**src/hdl/rdc_pkg.sv**
```systemverilog
// ----------------------------------------------------------------------------
// rdc_pkg
// Shared constants and types of the radix digit converter.
// ----------------------------------------------------------------------------
package rdc_pkg;

   localparam int RADIX_W = 16;

   localparam logic [RADIX_W-1:0] RADIX_RESET = 16'd2;
   localparam logic [RADIX_W-1:0] RADIX_MIN   = 16'd2;

   // Status of the item queue as seen by the back end.
   typedef struct packed {
      logic head_valid;
      logic full;
   } queue_status_type;

endpackage

```
**src/hdl/rdc_front.sv**
```systemverilog
// ----------------------------------------------------------------------------
// rdc_front
// Accepts values, settles the base that applies and queues both for the
// conversion engine in a two-entry queue.
// ----------------------------------------------------------------------------
module rdc_front
   import rdc_pkg::*;
#(
   parameter int VALUE_WIDTH = 32
) (
   input  logic                   clock,
   input  logic                   reset,
   input  logic                   req_valid,
   output logic                   req_ready,
   input  logic [VALUE_WIDTH-1:0] req_value,
   input  logic [RADIX_W-1:0]     radix,
   input  logic                   pop,
   output queue_status_type       status,
   output logic [VALUE_WIDTH-1:0] head_value,
   output logic [RADIX_W-1:0]     head_base
);

   logic [VALUE_WIDTH-1:0] value_ff [2];
   logic [RADIX_W-1:0]     base_ff  [2];
   logic [1:0]             count_ff, count_in;
   logic                   wr_ptr_ff, wr_ptr_in;
   logic                   rd_ptr_ff, rd_ptr_in;
   logic                   push;
   logic [RADIX_W-1:0]     base_sel;

   // A base of zero or one converts as base two.
   assign base_sel = (radix < RADIX_MIN) ? RADIX_MIN : radix;

   assign req_ready         = (count_ff != 2'd2);
   assign push              = req_valid && req_ready;
   assign status.head_valid = (count_ff != 2'd0);
   assign status.full       = (count_ff == 2'd2);
   assign head_value        = value_ff[rd_ptr_ff];
   assign head_base         = base_ff[rd_ptr_ff];

   always_comb begin
      wr_ptr_in = push ? ~wr_ptr_ff : wr_ptr_ff;
      rd_ptr_in = pop ? ~rd_ptr_ff : rd_ptr_ff;
      count_in  = count_ff;
      if (push && !pop) begin
         count_in = count_ff + 2'd1;
      end else if (pop && !push) begin
         count_in = count_ff - 2'd1;
      end
   end

   always_ff @(posedge clock) begin
      if (reset) begin
         count_ff  <= 2'd0;
         wr_ptr_ff <= 1'b0;
         rd_ptr_ff <= 1'b0;
      end else begin
         count_ff  <= count_in;
         wr_ptr_ff <= wr_ptr_in;
         rd_ptr_ff <= rd_ptr_in;
      end
   end

   always_ff @(posedge clock) begin
      if (push) begin
         value_ff[wr_ptr_ff] <= req_value;
         base_ff[wr_ptr_ff]  <= base_sel;
      end
   end

endmodule

```
**src/hdl/rdc_divider.sv**
```systemverilog
// ----------------------------------------------------------------------------
// rdc_divider
// Restoring bit-serial divider: one quotient bit per cycle.
// ----------------------------------------------------------------------------
module rdc_divider
   import rdc_pkg::*;
#(
   parameter int VALUE_WIDTH = 32
) (
   input  logic                   clock,
   input  logic                   reset,
   input  logic                   start,
   input  logic [VALUE_WIDTH-1:0] dividend,
   input  logic [RADIX_W-1:0]     divisor,
   output logic                   done,
   output logic [VALUE_WIDTH-1:0] quotient,
   output logic [RADIX_W-1:0]     remainder
);

   localparam int CNT_W = (VALUE_WIDTH > 1) ? $clog2(VALUE_WIDTH) : 1;

   logic [VALUE_WIDTH-1:0] q_ff;
   logic [RADIX_W-1:0]     d_ff;
   logic [RADIX_W-1:0]     rem_ff;
   logic [CNT_W-1:0]       cnt_ff;
   logic                   busy_ff;
   logic                   done_ff;
   logic [RADIX_W:0]       rem_shift;
   logic                   fits;
   logic [RADIX_W-1:0]     rem_in;
   logic [VALUE_WIDTH-1:0] q_in;

   always_comb begin
      rem_shift = {rem_ff, q_ff[VALUE_WIDTH-1]};
      fits      = (rem_shift >= {1'b0, d_ff});
      rem_in    = fits ? RADIX_W'(rem_shift - {1'b0, d_ff}) : RADIX_W'(rem_shift);
      q_in      = {q_ff[VALUE_WIDTH-2:0], fits};
   end

   always_ff @(posedge clock) begin
      if (reset) begin
         busy_ff <= 1'b0;
         done_ff <= 1'b0;
         cnt_ff  <= '0;
      end else begin
         done_ff <= 1'b0;
         if (start) begin
            busy_ff <= 1'b1;
            cnt_ff  <= '0;
         end else if (busy_ff) begin
            cnt_ff <= cnt_ff + 1'b1;
            if (cnt_ff == CNT_W'(VALUE_WIDTH - 1)) begin
               busy_ff <= 1'b0;
               done_ff <= 1'b1;
            end
         end
      end
   end

   always_ff @(posedge clock) begin
      if (start) begin
         q_ff   <= dividend;
         d_ff   <= divisor;
         rem_ff <= '0;
      end else if (busy_ff) begin
         q_ff   <= q_in;
         rem_ff <= rem_in;
      end
   end

   assign done      = done_ff;
   assign quotient  = q_ff;
   assign remainder = rem_ff;

endmodule

```
**src/hdl/rdc_back.sv**
```systemverilog
// ----------------------------------------------------------------------------
// rdc_back
// Conversion engine: divides by the base, stacks the remainders and pops the
// stack into the result register, most significant digit first.
// ----------------------------------------------------------------------------
module rdc_back
   import rdc_pkg::*;
#(
   parameter int VALUE_WIDTH = 32,
   parameter int MAX_DIGITS  = 32
) (
   input  logic                   clock,
   input  logic                   reset,
   input  queue_status_type       status,
   input  logic [VALUE_WIDTH-1:0] head_value,
   input  logic [RADIX_W-1:0]     head_base,
   output logic                   pop,
   output logic                   rsp_valid,
   input  logic                   rsp_ready,
   output logic [RADIX_W-1:0]     rsp_digit,
   output logic                   rsp_last_digit
);

   localparam int IDX_W = $clog2(MAX_DIGITS);
   localparam int CNT_W = $clog2(MAX_DIGITS + 1);
   localparam int CMP_W = (VALUE_WIDTH > RADIX_W) ? VALUE_WIDTH : RADIX_W;

   typedef enum logic [2:0] {
      S_IDLE,
      S_CHECK,
      S_DIV_WAIT,
      S_READ,
      S_OUT
   } state_type;

   state_type              state_ff;
   logic [VALUE_WIDTH-1:0] quot_ff;
   logic [RADIX_W-1:0]     base_ff;
   logic [CNT_W-1:0]       count_ff;
   logic                   last_ff;
   logic                   rsp_valid_ff;
   logic [RADIX_W-1:0]     rsp_digit_ff;
   logic                   rsp_last_ff;
   logic [RADIX_W-1:0]     digit_stack_ff [MAX_DIGITS];
   logic [RADIX_W-1:0]     rd_data_ff;

   logic                   div_start;
   logic                   div_done;
   logic [VALUE_WIDTH-1:0] div_quot;
   logic [RADIX_W-1:0]     div_rem;
   logic                   more_digits;
   logic                   room;
   logic                   wr_en;
   logic [RADIX_W-1:0]     wr_data;
   logic                   rd_en;
   logic [CNT_W-1:0]       count_dec;
   logic                   out_free;

   assign more_digits = (CMP_W'(quot_ff) >= CMP_W'(base_ff));
   assign room        = (count_ff < CNT_W'(MAX_DIGITS));
   assign pop         = (state_ff == S_IDLE) && status.head_valid;
   assign div_start   = (state_ff == S_CHECK) && more_digits;
   assign count_dec   = count_ff - 1'b1;
   assign out_free    = !rsp_valid_ff || rsp_ready;
   assign rd_en       = (state_ff == S_READ);

   // Digits past the stack depth are dropped; the low-order ones are kept.
   always_comb begin
      wr_en   = 1'b0;
      wr_data = div_rem;
      if (state_ff == S_CHECK && !more_digits) begin
         wr_en   = room;
         wr_data = RADIX_W'(quot_ff);
      end else if (state_ff == S_DIV_WAIT && div_done) begin
         wr_en   = room;
         wr_data = div_rem;
      end
   end

   rdc_divider #(
      .VALUE_WIDTH(VALUE_WIDTH)
   ) u_divider (
      .clock    (clock),
      .reset    (reset),
      .start    (div_start),
      .dividend (quot_ff),
      .divisor  (base_ff),
      .done     (div_done),
      .quotient (div_quot),
      .remainder(div_rem)
   );

   always_ff @(posedge clock) begin
      if (reset) begin
         state_ff     <= S_IDLE;
         count_ff     <= '0;
         rsp_valid_ff <= 1'b0;
         rsp_digit_ff <= '0;
         rsp_last_ff  <= 1'b0;
      end else begin
         if (rsp_valid_ff && rsp_ready) begin
            rsp_valid_ff <= 1'b0;
         end
         case (state_ff)
            S_IDLE: begin
               if (status.head_valid) begin
                  count_ff <= '0;
                  state_ff <= S_CHECK;
               end
            end
            S_CHECK: begin
               if (more_digits) begin
                  state_ff <= S_DIV_WAIT;
               end else begin
                  if (room) begin
                     count_ff <= count_ff + 1'b1;
                  end
                  state_ff <= S_READ;
               end
            end
            S_DIV_WAIT: begin
               if (div_done) begin
                  if (room) begin
                     count_ff <= count_ff + 1'b1;
                  end
                  state_ff <= S_CHECK;
               end
            end
            S_READ: begin
               count_ff <= count_dec;
               state_ff <= S_OUT;
            end
            S_OUT: begin
               if (out_free) begin
                  rsp_valid_ff <= 1'b1;
                  rsp_digit_ff <= rd_data_ff;
                  rsp_last_ff  <= last_ff;
                  state_ff     <= last_ff ? S_IDLE : S_READ;
               end
            end
            default: begin
               state_ff <= S_IDLE;
            end
         endcase
      end
   end

   always_ff @(posedge clock) begin
      if (pop) begin
         quot_ff <= head_value;
         base_ff <= head_base;
      end else if (state_ff == S_DIV_WAIT && div_done) begin
         quot_ff <= div_quot;
      end
      if (state_ff == S_READ) begin
         last_ff <= (count_ff == CNT_W'(1));
      end
   end

   always_ff @(posedge clock) begin
      if (wr_en) begin
         digit_stack_ff[count_ff[IDX_W-1:0]] <= wr_data;
      end
      if (rd_en) begin
         rd_data_ff <= digit_stack_ff[count_dec[IDX_W-1:0]];
      end
   end

   assign rsp_valid      = rsp_valid_ff;
   assign rsp_digit      = rsp_digit_ff;
   assign rsp_last_digit = rsp_last_ff;

endmodule

```
**src/hdl/radix_digit_converter_core.sv**
```systemverilog
// The engine converts one value at a time: it divides by the base in the
// bit-serial divider until the quotient is below the base, then presents
// the stacked digits; a two-entry queue takes further values while the
// engine converts.
// Reset is synchronous: it empties the queue, idles the engine and sets the
// radix to two. The digit stack is not cleared.
// ----------------------------------------------------------------------------
// radix_digit_converter_core
// Converts unsigned values into digits of a programmable base.
// ----------------------------------------------------------------------------
module radix_digit_converter_core
   import rdc_pkg::*;
#(
   parameter int VALUE_WIDTH = 32,
   parameter int MAX_DIGITS  = 32
) (
   input  logic                   clock,
   input  logic                   reset,
   input  logic                   req_valid,
   output logic                   req_ready,
   input  logic [VALUE_WIDTH-1:0] req_value,
   output logic                   rsp_valid,
   input  logic                   rsp_ready,
   output logic [RADIX_W-1:0]     rsp_digit,
   output logic                   rsp_last_digit,
   input  logic                   csr_valid,
   output logic                   csr_ready,
   input  logic [RADIX_W-1:0]     csr_radix
);

   logic [RADIX_W-1:0]     radix_ff;
   queue_status_type       status;
   logic [VALUE_WIDTH-1:0] head_value;
   logic [RADIX_W-1:0]     head_base;
   logic                   pop;

   assign csr_ready = 1'b1;

   always_ff @(posedge clock) begin
      if (reset) begin
         radix_ff <= RADIX_RESET;
      end else if (csr_valid && csr_ready) begin
         radix_ff <= csr_radix;
      end
   end

   rdc_front #(
      .VALUE_WIDTH(VALUE_WIDTH)
   ) u_front (
      .clock     (clock),
      .reset     (reset),
      .req_valid (req_valid),
      .req_ready (req_ready),
      .req_value (req_value),
      .radix     (radix_ff),
      .pop       (pop),
      .status    (status),
      .head_value(head_value),
      .head_base (head_base)
   );

   rdc_back #(
      .VALUE_WIDTH(VALUE_WIDTH),
      .MAX_DIGITS (MAX_DIGITS)
   ) u_back (
      .clock         (clock),
      .reset         (reset),
      .status        (status),
      .head_value    (head_value),
      .head_base     (head_base),
      .pop           (pop),
      .rsp_valid     (rsp_valid),
      .rsp_ready     (rsp_ready),
      .rsp_digit     (rsp_digit),
      .rsp_last_digit(rsp_last_digit)
   );

   // The engine only takes a transaction that the queue holds.
   assert property (@(posedge clock) disable iff (reset)
      pop |-> status.head_valid)
      else $error("engine popped an empty queue");

   // The queue fills only through an accepted transaction.
   assert property (@(posedge clock) disable iff (reset)
      $fell(req_ready) |-> $past(req_valid))
      else $error("request ready dropped without a transaction");

   // A full queue never reports an empty head.
   assert property (@(posedge clock) disable iff (reset)
      status.full |-> status.head_valid)
      else $error("queue status inconsistent");

endmodule
```
**config.mk**
```make
export PLATFORM = sky130hd
export DESIGN_NAME = radix_digit_converter_core
export DESIGN_NICKNAME = d
export VERILOG_FILES = /design/src/hdl/rdc_pkg.sv /design/src/hdl/rdc_front.sv /design/src/hdl/rdc_divider.sv /design/src/hdl/rdc_back.sv /design/src/hdl/radix_digit_converter_core.sv
export SDC_FILE = /design/constraint.sdc
export NUM_CORES = 1
export LEC_CHECK = 0
export ABC_AREA = 1
export ABC_CLOCK_PERIOD_IN_PS = 4250
export BUFFER_PORTS_ARGS = -buffer_cell sky130_fd_sc_hd__buf_2
export CAP_MARGIN = 10
export CORE_ASPECT_RATIO = 0.7
export CORE_MARGIN = 4
export CORE_UTILIZATION = 25
export DETAILED_ROUTE_END_ITERATION = 10
export GPL_TIMING_DRIVEN = 0
export PLACE_DENSITY_LB_ADDON = 0.25
export SYNTH_ARGS = -nofsm -noshare
export SYNTH_HDL_FRONTEND = slang
export SYNTH_SLANG_ARGS = --single-unit
```
**constraint.sdc**
```tcl
create_clock -name clock -period 4.25 [get_ports clock]
set_input_delay 0 -clock clock [delete_from_list [all_inputs] [get_ports clock]]
set_output_delay 0 -clock clock [all_outputs]
set_load 0.02 [all_outputs]
```
* Yosys cells after proc, flatten, opt, wreduce, memory -nomap -nowiden
Memory sizes are Yosys's and may differ from the RTL's. A register that Yosys moved wholly into a read port is not among the register bits.
Cells that the tools add are included.
** Storage, ports and cells
- Memories :: 3
- Output and inout port bits :: 20
- Memory bits (writable) :: 608
- Flip-flop bits (word level) :: 151
** Cells by class
- $add $sub $neg :: 6
- Mux-type cells :: 35
- Equality and inequality tests :: 11
- Reductions and logical operators :: 24
- Bitwise logic cells :: 3
- $lt $le $gt $ge :: 4
** Memories
- u_back.digit_stack_ff :: depth 32, width 16, read ports 1, clocked after Yosys merged registers in 1, wr ports 1, line rdc_back.sv:44 : logic [RADIX_W-1:0] digit_stack_ff [MAX_DIGITS];
- u_front.value_ff :: depth 2, width 32, read ports 1, clocked after Yosys merged registers in 1, wr ports 1, line rdc_front.sv:23 : logic [VALUE_WIDTH-1:0] value_ff [2];
- u_front.base_ff :: depth 2, width 16, read ports 1, clocked after Yosys merged registers in 1, wr ports 1, line rdc_front.sv:24 : logic [RADIX_W-1:0] base_ff [2];
** Operator list (count)
- 2-to-1 mux 32 bit :: 4
- 2-to-1 mux 16 bit :: 3
- >= comparator 32 x 16 -> 1 bit :: 1
- 2-to-1 mux 6 bit :: 4
- case mux 6 bit (4 select lines) :: 1
- >= comparator 17 x 16 -> 1 bit :: 1
- < comparator 16 x 2 -> 1 bit, second input constant :: 1
- 2-to-1 mux 1 bit :: 16
- subtractor 16 bit :: 1
- case mux 3 bit (5 select lines) :: 1
- 2-to-1 mux 3 bit :: 3
- logical AND 1 bit :: 8
- nonzero test 2 bit :: 4
- adder 6 x 1 -> 6 bit, second input constant :: 1
- == test 3 x 2 -> 1 bit, second input constant :: 2
- == test 6 x 1 -> 1 bit, second input constant :: 1
- < comparator 6 bit, second input constant :: 1
- 2-to-1 mux 2 bit :: 3
- != test 2 bit, second input constant :: 3
- subtractor 6 x 1 -> 6 bit, second input constant :: 1
- adder 5 x 1 -> 5 bit, second input constant :: 1
- == test 5 bit, second input constant :: 1
- zero test 1 bit :: 4
- != test 2 x 1 -> 1 bit, second input constant :: 2
- other kinds (13) :: 15

* Logic depth before layout (Yosys ltp)
Gate-level depths: netlist of run 1.
- Depth in word-level cells :: 6
- Depth in mapped cells :: 16
- Gate-level depth less buffers :: 15

* Hierarchy
From an unflattened synthesis of run 1, not the netlist that was laid out.
** Second synthesis, totals
- Cells, all modules :: 2884
- Area, all modules :: 33438.3 um^2
** Modules (own cells, without submodules)
- rdc_back :: area an instance 24772.5 um^2, times used 1, seq. area each 17867.1 um^2, cells each 2055
- rdc_divider :: area an instance 4085.2 um^2, times used 1, seq. area each 1901.8 um^2, cells each 511
- rdc_front :: area an instance 3901.2 um^2, times used 1, seq. area each 2982.9 um^2, cells each 216
- radix_digit_converter_core :: area an instance 679.4 um^2, times used 1, seq. area each 320.3 um^2, cells each 102

* Least setup slack after synthesis of run 1
No wires, ideal clock.
- Path type :: register to register
- Start :: reg u_back.quot_ff[15]
- End :: mem u_back.digit_stack_ff[0][1], data pin
- Setup time :: 0.454 ns
- Path buffers :: 1
- Data required time :: 3.796 ns
- Period minus slack after synthesis :: 3.272 ns
- Arrival time :: 2.818 ns
- Stages on the path, launching flop included :: 12
- Path slack :: 0.978 ns
- Path through :: edfxtp_1 > ha_1 > nand2_1 > inv_1 > nand2_1 > nor2_1 > nand2_1 > nand3_1 > nor2_1 > nand3_1 > clkbuf_1 > o21ai_0
** Between the ends
- Longest elaborated chain between the ends :: 4
** RTL lines
- start: declaration :: line rdc_back.sv:37 : logic [VALUE_WIDTH-1:0] quot_ff;
- start signal: assignment :: line rdc_back.sv:150 : quot_ff <= head_value;
- start signal: assignment :: line rdc_back.sv:153 : quot_ff <= div_quot;
- >= comparator 32 x 16 -> 1 bit :: line rdc_back.sv:59 : assign more_digits = (CMP_W'(quot_ff) >= CMP_W'(base_ff));
- zero test 1 bit :: line rdc_back.sv:71 : if (state_ff == S_CHECK && !more_digits) begin
- logical AND 1 bit :: line rdc_back.sv:71
- 2-to-1 mux 16 bit :: line rdc_back.sv:71
- net u_back.wr_data[1] :: line rdc_back.sv:54 : logic [RADIX_W-1:0] wr_data;
- end: declaration :: line rdc_back.sv:44
The timed path passes the listed nets, and every way through them passes these cells.

* Worst setup path after layout of run 1
- Start :: reg u_back.quot_ff[15]
- End :: mem u_back.digit_stack_ff[2][4] (enable)
** Between the ends
- Longest elaborated chain between the ends :: 6
** RTL lines
- >= comparator 32 x 16 -> 1 bit :: line rdc_back.sv:59
- zero test 1 bit :: line rdc_back.sv:71
- logical AND 1 bit :: line rdc_back.sv:71
- 2-to-1 mux 1 bit :: line rdc_back.sv:71
- 2-to-1 mux 1 bit :: line rdc_back.sv:161 : if (wr_en) begin
- 2-to-1 mux 1 bit (implied by the code) :: line rdc_back.sv:162 : digit_stack_ff[count_ff[IDX_W-1:0]] <= wr_data;
Every way passes these cells.

==> results of run 1 <==
==> layout make-up <==
| class | count | area [um2] | share of cell area |
|---|---|---|---|
| Antenna cell | 2 | 5.00 | 0.000124 |
| Buffer | 170 | 786 | 0.0195 |
| Tap cell | 1751 | 2190 | 0.0543 |
| Clock buffer | 117 | 2420 | 0.0601 |
| Inverter | 182 | 686 | 0.0170 |
| Timing Repair Buffer | 190 | 1950 | 0.0483 |
| Multi-Input combinational cell | 1758 | 8740 | 0.217 |
| Sequential cell | 792 | 23100 | 0.572 |
| Clock inverter | 45 | 475 | 0.0118 |
==> final timing paths <==
kind | cells past startpoint | end
setup / recovery | 13 | u_back.digit_stack_ff[2][4]
hold / removal | 2 | u_front.value_ff[0][3]
setup reg to reg | 13 | u_back.digit_stack_ff[2][4]
hold reg to reg | 2 | radix_ff[0]
==> stage by stage <==
stage | utilization | cell area, um2 | hold slack (ns)
floorplan | - | 33000 | 0.0691
global placement | 0.271 | 35500 | 0.191
detailed placement | 0.280 | 36600 | 0.192
CTS | 0.308 | 40300 | 0.00602
global route | 0.308 | 40300 | 0.0354
finish | 0.308 | 40300 | 0.0601
==> state kept, by name (all words and copies together), names as in the netlist, 16 cells and up, named ones only <==
name and flops:
u_back.digit_stack_ff 512, u_front.value_ff 64, u_back.quot_ff 32, u_back.u_divider.quotient 32
u_front.base_ff 32, radix_ff 16, u_back.base_ff 16, u_back.rd_data_ff 16
u_back.rsp_digit 16, u_back.u_divider.d_ff 16, u_back.u_divider.remainder 16
==> synthesized netlist by cell type <==
cell type and n:
sky130_fd_sc_hd__nand2_2 1, sky130_fd_sc_hd__and3_1 1, sky130_fd_sc_hd__nor2_1 512, sky130_fd_sc_hd__nor3_2 1, sky130_fd_sc_hd__dfxtp_1 71, sky130_fd_sc_hd__o211ai_1 126, sky130_fd_sc_hd__clkbuf_1 96, sky130_fd_sc_hd__nand4_1 9
sky130_fd_sc_hd__xnor2_1 2, sky130_fd_sc_hd__o21ai_0 391, sky130_fd_sc_hd__nand3_2 1, sky130_fd_sc_hd__buf_2 40, sky130_fd_sc_hd__nor3b_1 1, sky130_fd_sc_hd__fa_1 1, sky130_fd_sc_hd__nand2_4 1, sky130_fd_sc_hd__a22oi_1 1
sky130_fd_sc_hd__xor2_4 1, sky130_fd_sc_hd__conb_1 1, sky130_fd_sc_hd__o21bai_1 1, sky130_fd_sc_hd__nand2_1 420, sky130_fd_sc_hd__nor2_2 2, sky130_fd_sc_hd__nand3_1 114, sky130_fd_sc_hd__o21ai_1 33, sky130_fd_sc_hd__o22ai_1 1
sky130_fd_sc_hd__ha_1 40, sky130_fd_sc_hd__buf_1 15, sky130_fd_sc_hd__a21oi_1 49, sky130_fd_sc_hd__or2_1 1, sky130_fd_sc_hd__nor3_1 9, sky130_fd_sc_hd__buf_4 18, sky130_fd_sc_hd__nor4_1 3, sky130_fd_sc_hd__inv_1 175
sky130_fd_sc_hd__nor2_4 1, sky130_fd_sc_hd__o21a_1 1, sky130_fd_sc_hd__clkinv_1 3, sky130_fd_sc_hd__or2_2 2, sky130_fd_sc_hd__xor2_1 9, sky130_fd_sc_hd__mux2i_1 1, sky130_fd_sc_hd__edfxtp_1 721, sky130_fd_sc_hd__xnor2_2 1
sky130_fd_sc_hd__buf_6 2, sky130_fd_sc_hd__a31oi_1 16, sky130_fd_sc_hd__inv_2 4, sky130_fd_sc_hd__nand3b_1 4
==> cells by family after synthesis <==
kind of cell / Yosys count
buffers and inverters: 353
XOR/XNOR: 13
other: 1
multiplexers: 1
AND/OR/NAND/NOR: 1083
adder cells (fa/ha/maj): 41
AO/OA/AOI/OAI: 619
flip-flops: 792
==> timing repair <==
action,4_1_cts,5_1_grt
setup buffers,0,0
endpoints found under the setup margin,16,46
pin swaps,0,0
hold endpoints to repair,89,0
hold buffers,73,0
resized for setup,14,17
==> metal layers <==
metal  track usage  wire length [um]  vias to the layer above
met4        0.0370              2340                        2
met2         0.201             41300                      746
li1              -                 -                    10800
met1         0.225             50800                    11200
met5             0                13                        -
met3        0.0379              8350                      140
==> power by group <==
group          switching, W  internal (W)  leakage [nW]
combinational       0.00688       0.00249          5.75
sequential         0.000387       0.00974          6.52
clock               0.00318       0.00456          1.42
==> impl_results.html, run 1 <==
<table>
<tr><th>Metric</th><th>Value</th></tr>
<tr><th colspan="2">Critical path</th></tr>
<tr><td>FF-to-FF setup slack</td><td>0.25 ns</td></tr>
<tr><td>Data required time at the worst endpoint</td><td>roughly 4.6 ns</td></tr>
<tr><td>Max FO, Critical Path</td><td>9</td></tr>
<tr><td>Maximum single-stage delay on the critical path</td><td>0.75 ns</td></tr>
<tr><td>Type of the worst setup path</td><td>reg2reg</td></tr>
<tr><td>Most frequent cell on the critical path</td><td>sky130_fd_sc_hd__nand2_1</td></tr>
<tr><td>Worst endpoint data arrival time</td><td>between 4 and 5 ns</td></tr>
<tr><td>Family of cells with the greatest summed delay on the critical path</td><td>simple AND/OR/NAND/NOR gates</td></tr>
<tr><td>Cells traversed along the worst timing path</td><td>ha_1 &gt; nand2_1 &gt; inv_1 &gt; nand2_1 &gt; nor2_1 &gt; nand2_1 &gt; nand3_1 &gt; nor2_1 &gt; nand3_1 &gt; nand2_1 &gt; nand3_1 &gt; nor2_2 &gt; buf_8</td></tr>
<tr><td>Slowest cell on the critical path</td><td>sky130_fd_sc_hd__nor2_2</td></tr>
<tr><td>Crit path buf inv count</td><td>2</td></tr>
<tr><td>Launch point of the critical path</td><td>u_back.quot_ff[15]</td></tr>
<tr><td>Crit end category</td><td>flop</td></tr>
<tr><td>Origin of the critical flop-to-flop path</td><td>u_back.quot_ff[15]</td></tr>
<tr><td>Launching element type of the critical path</td><td>flop</td></tr>
<tr><th colspan="2">Clock tree</th></tr>
<tr><td>Inserted Clock Buffers</td><td>between 80 and 90</td></tr>
<tr><td>Skew-Pair Late Insertion Delay</td><td>0.66 ns</td></tr>
<tr><td>CTS HTree Levels</td><td>3</td></tr>
<tr><td># clock sinks</td><td>a little under 800</td></tr>
<tr><td>CTS Root Buffer Type</td><td>sky130_fd_sc_hd__clkbuf_16</td></tr>
<tr><td>Buffer depth of the longest clock path</td><td>3</td></tr>
<tr><td>Clock transition time at the flip-flop clock pins of the worst setup and hold paths</td><td>0.06 ns</td></tr>
<tr><td>Clock tree from TritonCTS</td><td>done</td></tr>
<tr><th colspan="2">Die</th></tr>
<tr><td>Starting Density</td><td>0.252</td></tr>
<tr><td>I/O Pins</td><td>73</td></tr>
<tr><td>Area enclosed by the die boundary</td><td>138000 um2</td></tr>
<tr><td>Num rows</td><td>111</td></tr>
<tr><td>Width of the die</td><td>442 um</td></tr>
<tr><td>Core Box Area</td><td>131000 um2</td></tr>
<tr><td>Die height</td><td>312 um</td></tr>
<tr><th colspan="2">Logic synthesis</th></tr>
<tr><td>Syn avg cell area</td><td>11.4 um2</td></tr>
<tr><td>Post-synthesis sequential area ratio</td><td>0.700</td></tr>
<tr><td>Adder-cell share of the synthesized area</td><td>0.0158</td></tr>
<tr><td>Parity-gate share of the synthesized area counting xor and xnor cells</td><td>0.00425</td></tr>
<tr><td>Post-synthesis simple-gate area fraction</td><td>0.131</td></tr>
<tr><td>Synthesized Nets</td><td>roughly 3.0k</td></tr>
<tr><td>Distinct cell type count after synthesis</td><td>44</td></tr>
<tr><td>Synth Warn #</td><td>0</td></tr>
<tr><td>Top area cells in the synthesized netlist</td><td>sky130_fd_sc_hd__edfxtp_1, sky130_fd_sc_hd__o21ai_0, sky130_fd_sc_hd__nor2_1</td></tr>
<tr><td>Library cell occupying the most area in the post-synthesis netlist</td><td>sky130_fd_sc_hd__edfxtp_1</td></tr>
<tr><td>Combinational family with the most area after synthesis</td><td>simple AND/OR/NAND/NOR gates</td></tr>
<tr><td>Synth Area in Compound Gates</td><td>0.104</td></tr>
<tr><td>Area share of the leading cell type in the synthesized netlist</td><td>0.657</td></tr>
<tr><td>Fraction of synthesized area in multiplexers</td><td>0.000304</td></tr>
<tr><td>Yosys reg bits</td><td>792</td></tr>
<tr><td>Synth Cell Area</td><td>33000 um2</td></tr>
<tr><td>Count of mapped cells out of synthesis</td><td>just under 3k</td></tr>
<tr><th colspan="2">Cells and area</th></tr>
<tr><td>Area growth from synthesis to final layout</td><td>22.4%</td></tr>
<tr><td>Most common cell after layout, fill and taps aside</td><td>sky130_fd_sc_hd__edfxtp_1</td></tr>
<tr><td>Filler cell count in the final layout</td><td>between 10k and 15k</td></tr>
<tr><td>Layout Nets</td><td>3276</td></tr>
<tr><td>Number of cells in the finished layout apart from fillers</td><td>5007</td></tr>
<tr><td>Share of final-layout standard cells stronger than drive strength 1</td><td>0.119</td></tr>
<tr><td>Commonest non-fill, non-tap cells in the layout</td><td>sky130_fd_sc_hd__edfxtp_1, sky130_fd_sc_hd__nor2_1, sky130_fd_sc_hd__nand2_1</td></tr>
<tr><th colspan="2">Routing</th></tr>
<tr><td>Violation count after the first detailed-routing iteration</td><td>approximately 2.2k</td></tr>
<tr><td>Detailed Route WL</td><td>103000 um</td></tr>
<tr><td>DRC violation count after routing</td><td>0</td></tr>
<tr><td>Number of antenna-violating nets in the routed design</td><td>0</td></tr>
<tr><td>First drt pass iteration count</td><td>5</td></tr>
<tr><td>Mean number of vias per cell</td><td>around 4.6</td></tr>
<tr><td>Routed length per placed instance</td><td>between 20 and 25 um</td></tr>
<tr><td>Via count</td><td>about 23k</td></tr>
<tr><th colspan="2">Place</th></tr>
<tr><td>Instance count after placement with tap cells included</td><td>around 4.8k</td></tr>
<tr><td>Count of input and output buffers</td><td>71</td></tr>
<tr><td>HPWL after DPL</td><td>approximately 73000 um</td></tr>
<tr><td>Routability congestion estimate from global placement</td><td>0.888</td></tr>
<tr><td>Placement Setup Slack</td><td>-0.658 ns</td></tr>
<tr><th colspan="2">Global routing</th></tr>
<tr><td>First-pass GRT wire length</td><td>150000 um</td></tr>
<tr><td>GRT Overall Usage</td><td>0.146</td></tr>
<tr><td>Largest net degree at the start of global routing</td><td>33</td></tr>
<tr><td>Overflow left after global routing</td><td>0</td></tr>
<tr><td>Number of antenna violations at the first check in global routing</td><td>3</td></tr>
<tr><td>Number of global-route vias before repair</td><td>21.7k</td></tr>
<tr><th colspan="2">Timing</th></tr>
<tr><td>Clock period minus final worst setup slack</td><td>approximately 4 ns</td></tr>
<tr><td>Post-route setup slack</td><td>0.248 ns</td></tr>
<tr><td>Setup TNS</td><td>0 ns</td></tr>
<tr><td>Max-slew headroom at the worst pin</td><td>0.266</td></tr>
<tr><td>Unrepaired setup endpoints after global routing</td><td>yes</td></tr>
<tr><td>Count of endpoints failing hold in the final timing report</td><td>0</td></tr>
<tr><td>Highest attainable clock frequency</td><td>250 MHz</td></tr>
<tr><td>Clock tree skew after final layout</td><td>0.0306 ns</td></tr>
<tr><td>Total count of max-transition violations in the final report</td><td>0</td></tr>
<tr><td>Final worst-path cycle share</td><td>0.942</td></tr>
<tr><td>Actual slew at the worst max-slew pin</td><td>1.10 ns</td></tr>
<tr><td>Total setup violations reported at the end of the flow</td><td>0</td></tr>
<tr><th colspan="2">Power</th></tr>
<tr><td>Final total power</td><td>0.0272 W</td></tr>
<tr><td>Power per cell area</td><td>a little under 700 nW/um2</td></tr>
<tr><td>Peak ir drop on the vdd network</td><td>between 0.2 and 0.3 mV</td></tr>
<tr><td>Leakage power figure</td><td>approximately 14 nW</td></tr>
<tr><th colspan="2">Min path</th></tr>
<tr><td>Critical hold path startpoint</td><td>req_value[3]</td></tr>
<tr><td>Hold Path Class</td><td>in2reg</td></tr>
<tr><th colspan="2">Flow run</th></tr>
<tr><td># Max-Cap Violations</td><td>0</td></tr>
<tr><th colspan="2">Outcome</th></tr>
<tr><td>Run status</td><td>complete, no violations</td></tr>
</table>
Note: power is estimated with default switching activity, not from simulation.
==> run 2: changes to the inputs <==
--- a/config.mk
+++ b/config.mk
@@ -5,7 +5,6 @@
 export SDC_FILE = /design/constraint.sdc
 export NUM_CORES = 1
 export LEC_CHECK = 0
-export ABC_AREA = 1
 export ABC_CLOCK_PERIOD_IN_PS = 4250
 export BUFFER_PORTS_ARGS = -buffer_cell sky130_fd_sc_hd__buf_2
 export CAP_MARGIN = 10
==> run 2 against run 1 <==
Hold slack better by 0.0030 ns. Synthesized cell count is 40% lower. Global-route usage fell by 1.8 points. Clock power fell by 6.2%. Setup slack worse by 0.23 ns. Combinational power rose by 1%. Routed wire length decreased by 17%. Sequential power grew 9%. Final area fell by 4.4%. Total power up 1.7%.
==> impl_results.html, run 2 <==
<table>
<tr><th>Metric</th><th>Value</th></tr>
<tr><th colspan="2">Timing</th></tr>
<tr><td>Clock period minus final worst setup slack</td><td>4.23 ns</td></tr>
<tr><td>Count of endpoints failing hold in the final timing report</td><td>0</td></tr>
<tr><td>Setup TNS</td><td>0 ns</td></tr>
<tr><td>Clock tree skew after final layout</td><td>0.0203 ns</td></tr>
<tr><td>Post-route setup slack</td><td>0.0222 ns</td></tr>
<tr><td>Total setup violations reported at the end of the flow</td><td>0</td></tr>
<tr><td>Hold_ws</td><td>0.0631 ns</td></tr>
<tr><td>Total count of max-transition violations in the final report</td><td>0</td></tr>
<tr><td>Max-slew headroom at the worst pin</td><td>0.307</td></tr>
<tr><td>Unrepaired setup endpoints after global routing</td><td>yes</td></tr>
<tr><td>Highest attainable clock frequency</td><td>~240 MHz</td></tr>
<tr><td>Final worst-path cycle share</td><td>0.995</td></tr>
<tr><td>Actual slew at the worst max-slew pin</td><td>around 1.0 ns</td></tr>
<tr><th colspan="2">Min path</th></tr>
<tr><td>Hold Path Class</td><td>in2reg</td></tr>
<tr><td>Critical hold path startpoint</td><td>req_value[1]</td></tr>
<tr><th colspan="2">Routing</th></tr>
<tr><td>First drt pass iteration count</td><td>5</td></tr>
<tr><td>DRC violation count after routing</td><td>0</td></tr>
<tr><td>Routed length per placed instance</td><td>between 20 and 25 um</td></tr>
<tr><td>Via count</td><td>17.0k</td></tr>
<tr><td>Detailed Route WL</td><td>85700 um</td></tr>
<tr><td>Violation count after the first detailed-routing iteration</td><td>1664</td></tr>
<tr><td>Number of antenna-violating nets in the routed design</td><td>0</td></tr>
<tr><td>Mean number of vias per cell</td><td>4.53</td></tr>
<tr><th colspan="2">Critical path</th></tr>
<tr><td>Launch point of the critical path</td><td>u_back.quot_ff[15]</td></tr>
<tr><td>Launching element type of the critical path</td><td>flop</td></tr>
<tr><td>Slowest cell on the critical path</td><td>sky130_fd_sc_hd__mux2_2</td></tr>
<tr><td>Maximum single-stage delay on the critical path</td><td>0.84 ns</td></tr>
<tr><td>Most frequent cell on the critical path</td><td>sky130_fd_sc_hd__buf_4</td></tr>
<tr><td>Cells traversed along the worst timing path</td><td>buf_4 &gt; ha_1 &gt; nor4_1 &gt; nand4_1 &gt; nor4_4 &gt; o311ai_2 &gt; nor4_2 &gt; buf_4 &gt; buf_2 &gt; mux2_2</td></tr>
<tr><td>Data required time at the worst endpoint</td><td>4.55 ns</td></tr>
<tr><td>Type of the worst setup path</td><td>reg2reg</td></tr>
<tr><td>Max FO, Critical Path</td><td>33</td></tr>
<tr><td>Origin of the critical flop-to-flop path</td><td>u_back.quot_ff[15]</td></tr>
<tr><td>Worst endpoint data arrival time</td><td>approximately 4.5 ns</td></tr>
<tr><td>Crit end category</td><td>flop</td></tr>
<tr><th colspan="2">Place</th></tr>
<tr><td>Count of input and output buffers</td><td>70</td></tr>
<tr><td>Instance count after placement with tap cells included</td><td>3515</td></tr>
<tr><td>Placement Setup Slack</td><td>-1.69 ns</td></tr>
<tr><td>HPWL after DPL</td><td>58600 um</td></tr>
<tr><td>Routability congestion estimate from global placement</td><td>0.821</td></tr>
<tr><th colspan="2">Logic synthesis</th></tr>
<tr><td>Ys async rst share</td><td>0</td></tr>
<tr><td>Number of flops mapped to enable cells by yosys</td><td>about 700</td></tr>
<tr><td>Top area cells in the synthesized netlist</td><td>sky130_fd_sc_hd__edfxtp_1, sky130_fd_sc_hd__mux4_2, sky130_fd_sc_hd__dfxtp_1</td></tr>
<tr><td>Distinct cell type count after synthesis</td><td>slightly below 60</td></tr>
<tr><td>Synthesized Nets</td><td>1838</td></tr>
<tr><td>Post-synthesis simple-gate area fraction</td><td>0.0402</td></tr>
<tr><td>Fraction of synthesized area in multiplexers</td><td>0.162</td></tr>
<tr><td>Most used standard cell by instance count after synthesis</td><td>sky130_fd_sc_hd__edfxtp_1</td></tr>
<tr><td>Synth Area in Compound Gates</td><td>0.0301</td></tr>
<tr><td>Dominant synthesized flop cell</td><td>sky130_fd_sc_hd__edfxtp_1</td></tr>
<tr><td>Area share of the leading cell type in the synthesized netlist</td><td>0.682</td></tr>
<tr><td>Adder-cell share of the synthesized area</td><td>0.0164</td></tr>
<tr><td>Synth Cell Area</td><td>approximately 32000 um2</td></tr>
<tr><td>Syn avg cell area</td><td>18.2 um2</td></tr>
<tr><td>Combinational family with the most area after synthesis</td><td>multiplexers</td></tr>
<tr><td>Yosys reg bits</td><td>between 700 and 800</td></tr>
<tr><td>Commonest cells in the netlist</td><td>sky130_fd_sc_hd__edfxtp_1, sky130_fd_sc_hd__mux4_2, sky130_fd_sc_hd__nor2_1</td></tr>
<tr><td>Post-synthesis sequential area ratio</td><td>0.727</td></tr>
<tr><td>Parity-gate share of the synthesized area counting xor and xnor cells</td><td>0.00579</td></tr>
<tr><td>Synth Warn #</td><td>0</td></tr>
<tr><td>Library cell occupying the most area in the post-synthesis netlist</td><td>sky130_fd_sc_hd__edfxtp_1</td></tr>
<tr><td>Count of mapped cells out of synthesis</td><td>1744</td></tr>
<tr><th colspan="2">Clock tree</th></tr>
<tr><td>Clock transition time at the flip-flop clock pins of the worst setup and hold paths</td><td>0.06 ns</td></tr>
<tr><td>Clock tree from TritonCTS</td><td>done</td></tr>
<tr><td>Buffer depth of the longest clock path</td><td>3</td></tr>
<tr><td># clock sinks</td><td>792</td></tr>
<tr><td>CTS HTree Levels</td><td>3</td></tr>
<tr><td>Inserted Clock Buffers</td><td>83</td></tr>
<tr><td>CTS Root Buffer Type</td><td>sky130_fd_sc_hd__clkbuf_16</td></tr>
<tr><td>Skew-Pair Late Insertion Delay</td><td>0.66 ns</td></tr>
<tr><th colspan="2">Die</th></tr>
<tr><td>Num rows</td><td>109</td></tr>
<tr><td>Starting Density</td><td>0.252</td></tr>
<tr><td>Area enclosed by the die boundary</td><td>133000 um2</td></tr>
<tr><td>Width of the die</td><td>434 um</td></tr>
<tr><td>I/O Pins</td><td>73</td></tr>
<tr><td>Die height</td><td>306 um</td></tr>
<tr><td>Core Box Area</td><td>about 130000 um2</td></tr>
<tr><th colspan="2">Power</th></tr>
<tr><td>Power per cell area</td><td>718 nW/um2</td></tr>
<tr><td>Peak ir drop on the vdd network</td><td>roughly 0.4 mV</td></tr>
<tr><td>Leakage power figure</td><td>roughly 12 nW</td></tr>
<tr><th colspan="2">Global routing</th></tr>
<tr><td>First-pass GRT wire length</td><td>122000 um</td></tr>
<tr><td>GRT Overall Usage</td><td>0.128</td></tr>
<tr><td>Number of global-route vias before repair</td><td>17.1k</td></tr>
<tr><td>Largest net degree at the start of global routing</td><td>33</td></tr>
<tr><td>Number of antenna violations at the first check in global routing</td><td>13</td></tr>
<tr><td>Overflow left after global routing</td><td>0</td></tr>
<tr><th colspan="2">Cells and area</th></tr>
<tr><td>Commonest non-fill, non-tap cells in the layout</td><td>sky130_fd_sc_hd__edfxtp_1, sky130_fd_sc_hd__mux4_2, sky130_fd_sc_hd__nor2_1</td></tr>
<tr><td>Number of cells in the finished layout apart from fillers</td><td>3747</td></tr>
<tr><td>Share of final-layout standard cells stronger than drive strength 1</td><td>0.274</td></tr>
<tr><td>Most common cell after layout, fill and taps aside</td><td>sky130_fd_sc_hd__edfxtp_1</td></tr>
<tr><td>Layout Nets</td><td>2106</td></tr>
<tr><td>Flip-flop count of the largest register, all copies and words added</td><td>just over 500</td></tr>
<tr><td>Area growth from synthesis to final layout</td><td>21.4%</td></tr>
<tr><th colspan="2">Outcome</th></tr>
<tr><td>Run status</td><td>complete, no violations</td></tr>
<tr><th colspan="2">Flow run</th></tr>
<tr><td># Max-Cap Violations</td><td>0</td></tr>
</table>
run 2: cell types whose count changed after synthesis, moves of 79 or more:
cell	previous run	this run
sky130_fd_sc_hd__inv_1	175	42
sky130_fd_sc_hd__mux2_2	0	79
sky130_fd_sc_hd__mux4_2	0	160
sky130_fd_sc_hd__nand2_1	420	61
sky130_fd_sc_hd__nand3_1	114	13
sky130_fd_sc_hd__nor2_1	512	131
sky130_fd_sc_hd__o211ai_1	126	1
sky130_fd_sc_hd__o21ai_0	391	19
run 2: path summary, 6_finish.rpt:
check | endpoint | slack (ns) | cells past startpoint
min | u_front.value_ff[1][1] | 0.06 | 2
min reg2reg | u_back.u_divider.d_ff[2] | 0.45 | 0
max reg2reg | u_back.digit_stack_ff[2][5] | 0.02 | 10
max | u_back.digit_stack_ff[2][5] | 0.02 | 10
run 2: critical path, delay by kind of cell, from the launching register on:
kind | cells | cell delay [ns]
compound gates | 1 | 0.27
fa+ha+maj | 1 | 0.27
buf+inv | 3 | 0.60
flops | 1 | 0.35
mux | 1 | 0.84
simple gates | 4 | 1.46
run 2: what timing repair did:
item                       in CTS  in global routing
gates cloned                    0                  0
setup buffers                   6                 14
setup endpoints to repair    1073                735
pin swaps                       5                 10
hold endpoints to repair      119                  0
resized for setup              43                  8
hold buffers                   58                  0
run 2: logic make-up after synthesis:
family / count (synthesis)
other: 1
AOI/OAI and AO/OA: 160
buffers and inverters: 142
muxes: 304
DFF: 792
and+or+nand+nor: 283
adders and majority gates: 41
xor gates and xnor gates: 21
run 2: per-stage QoR:
stage / total power [W] / util / area [um2]
6_report: 0.0277 / 0.306 / 38500
3_3_place_gp: 0.0202 / 0.271 / 34200
3_5_place_dp: 0.0204 / 0.276 / 34900
2_1_floorplan: 0.0167 / - / 31800
5_1_grt: 0.0290 / 0.305 / 38500
4_1_cts: 0.0279 / 0.304 / 38400
run 2: area by class of cell:
| cell class | instances | area, um2 |
|---|---|---|
| Antenna cell | 5 | 12.5 |
| Buffer | 98 | 480 |
| Clock buffer | 107 | 2220 |
| Clock inverter | 43 | 468 |
| Fill cell | 12200 | 87600 |
| Inverter | 43 | 161 |
| Multi-Input combinational cell | 810 | 8330 |
| Sequential cell | 792 | 23100 |
| Tap cell | 1665 | 2080 |
| Timing Repair Buffer | 184 | 1720 |
run 2: metal layers:
metal,wire length [um],GRT usage,up-vias,part of all wire
li1,-,-,7464,-
met1,40700,0.191,8869,0.48
met2,36000,0.178,527,0.42
met3,6960,0.0388,115,0.081
met4,2000,0.0347,0,0.023
met5,0,0,-,0
run 2: where the power goes:
part	internal [W]	switching, W	total, W
registers	0.0104	0.000612	0.0110
logic	0.00368	0.00578	0.00946
clock network	0.00424	0.00302	0.00726
total	0.0183	0.00942	0.0277
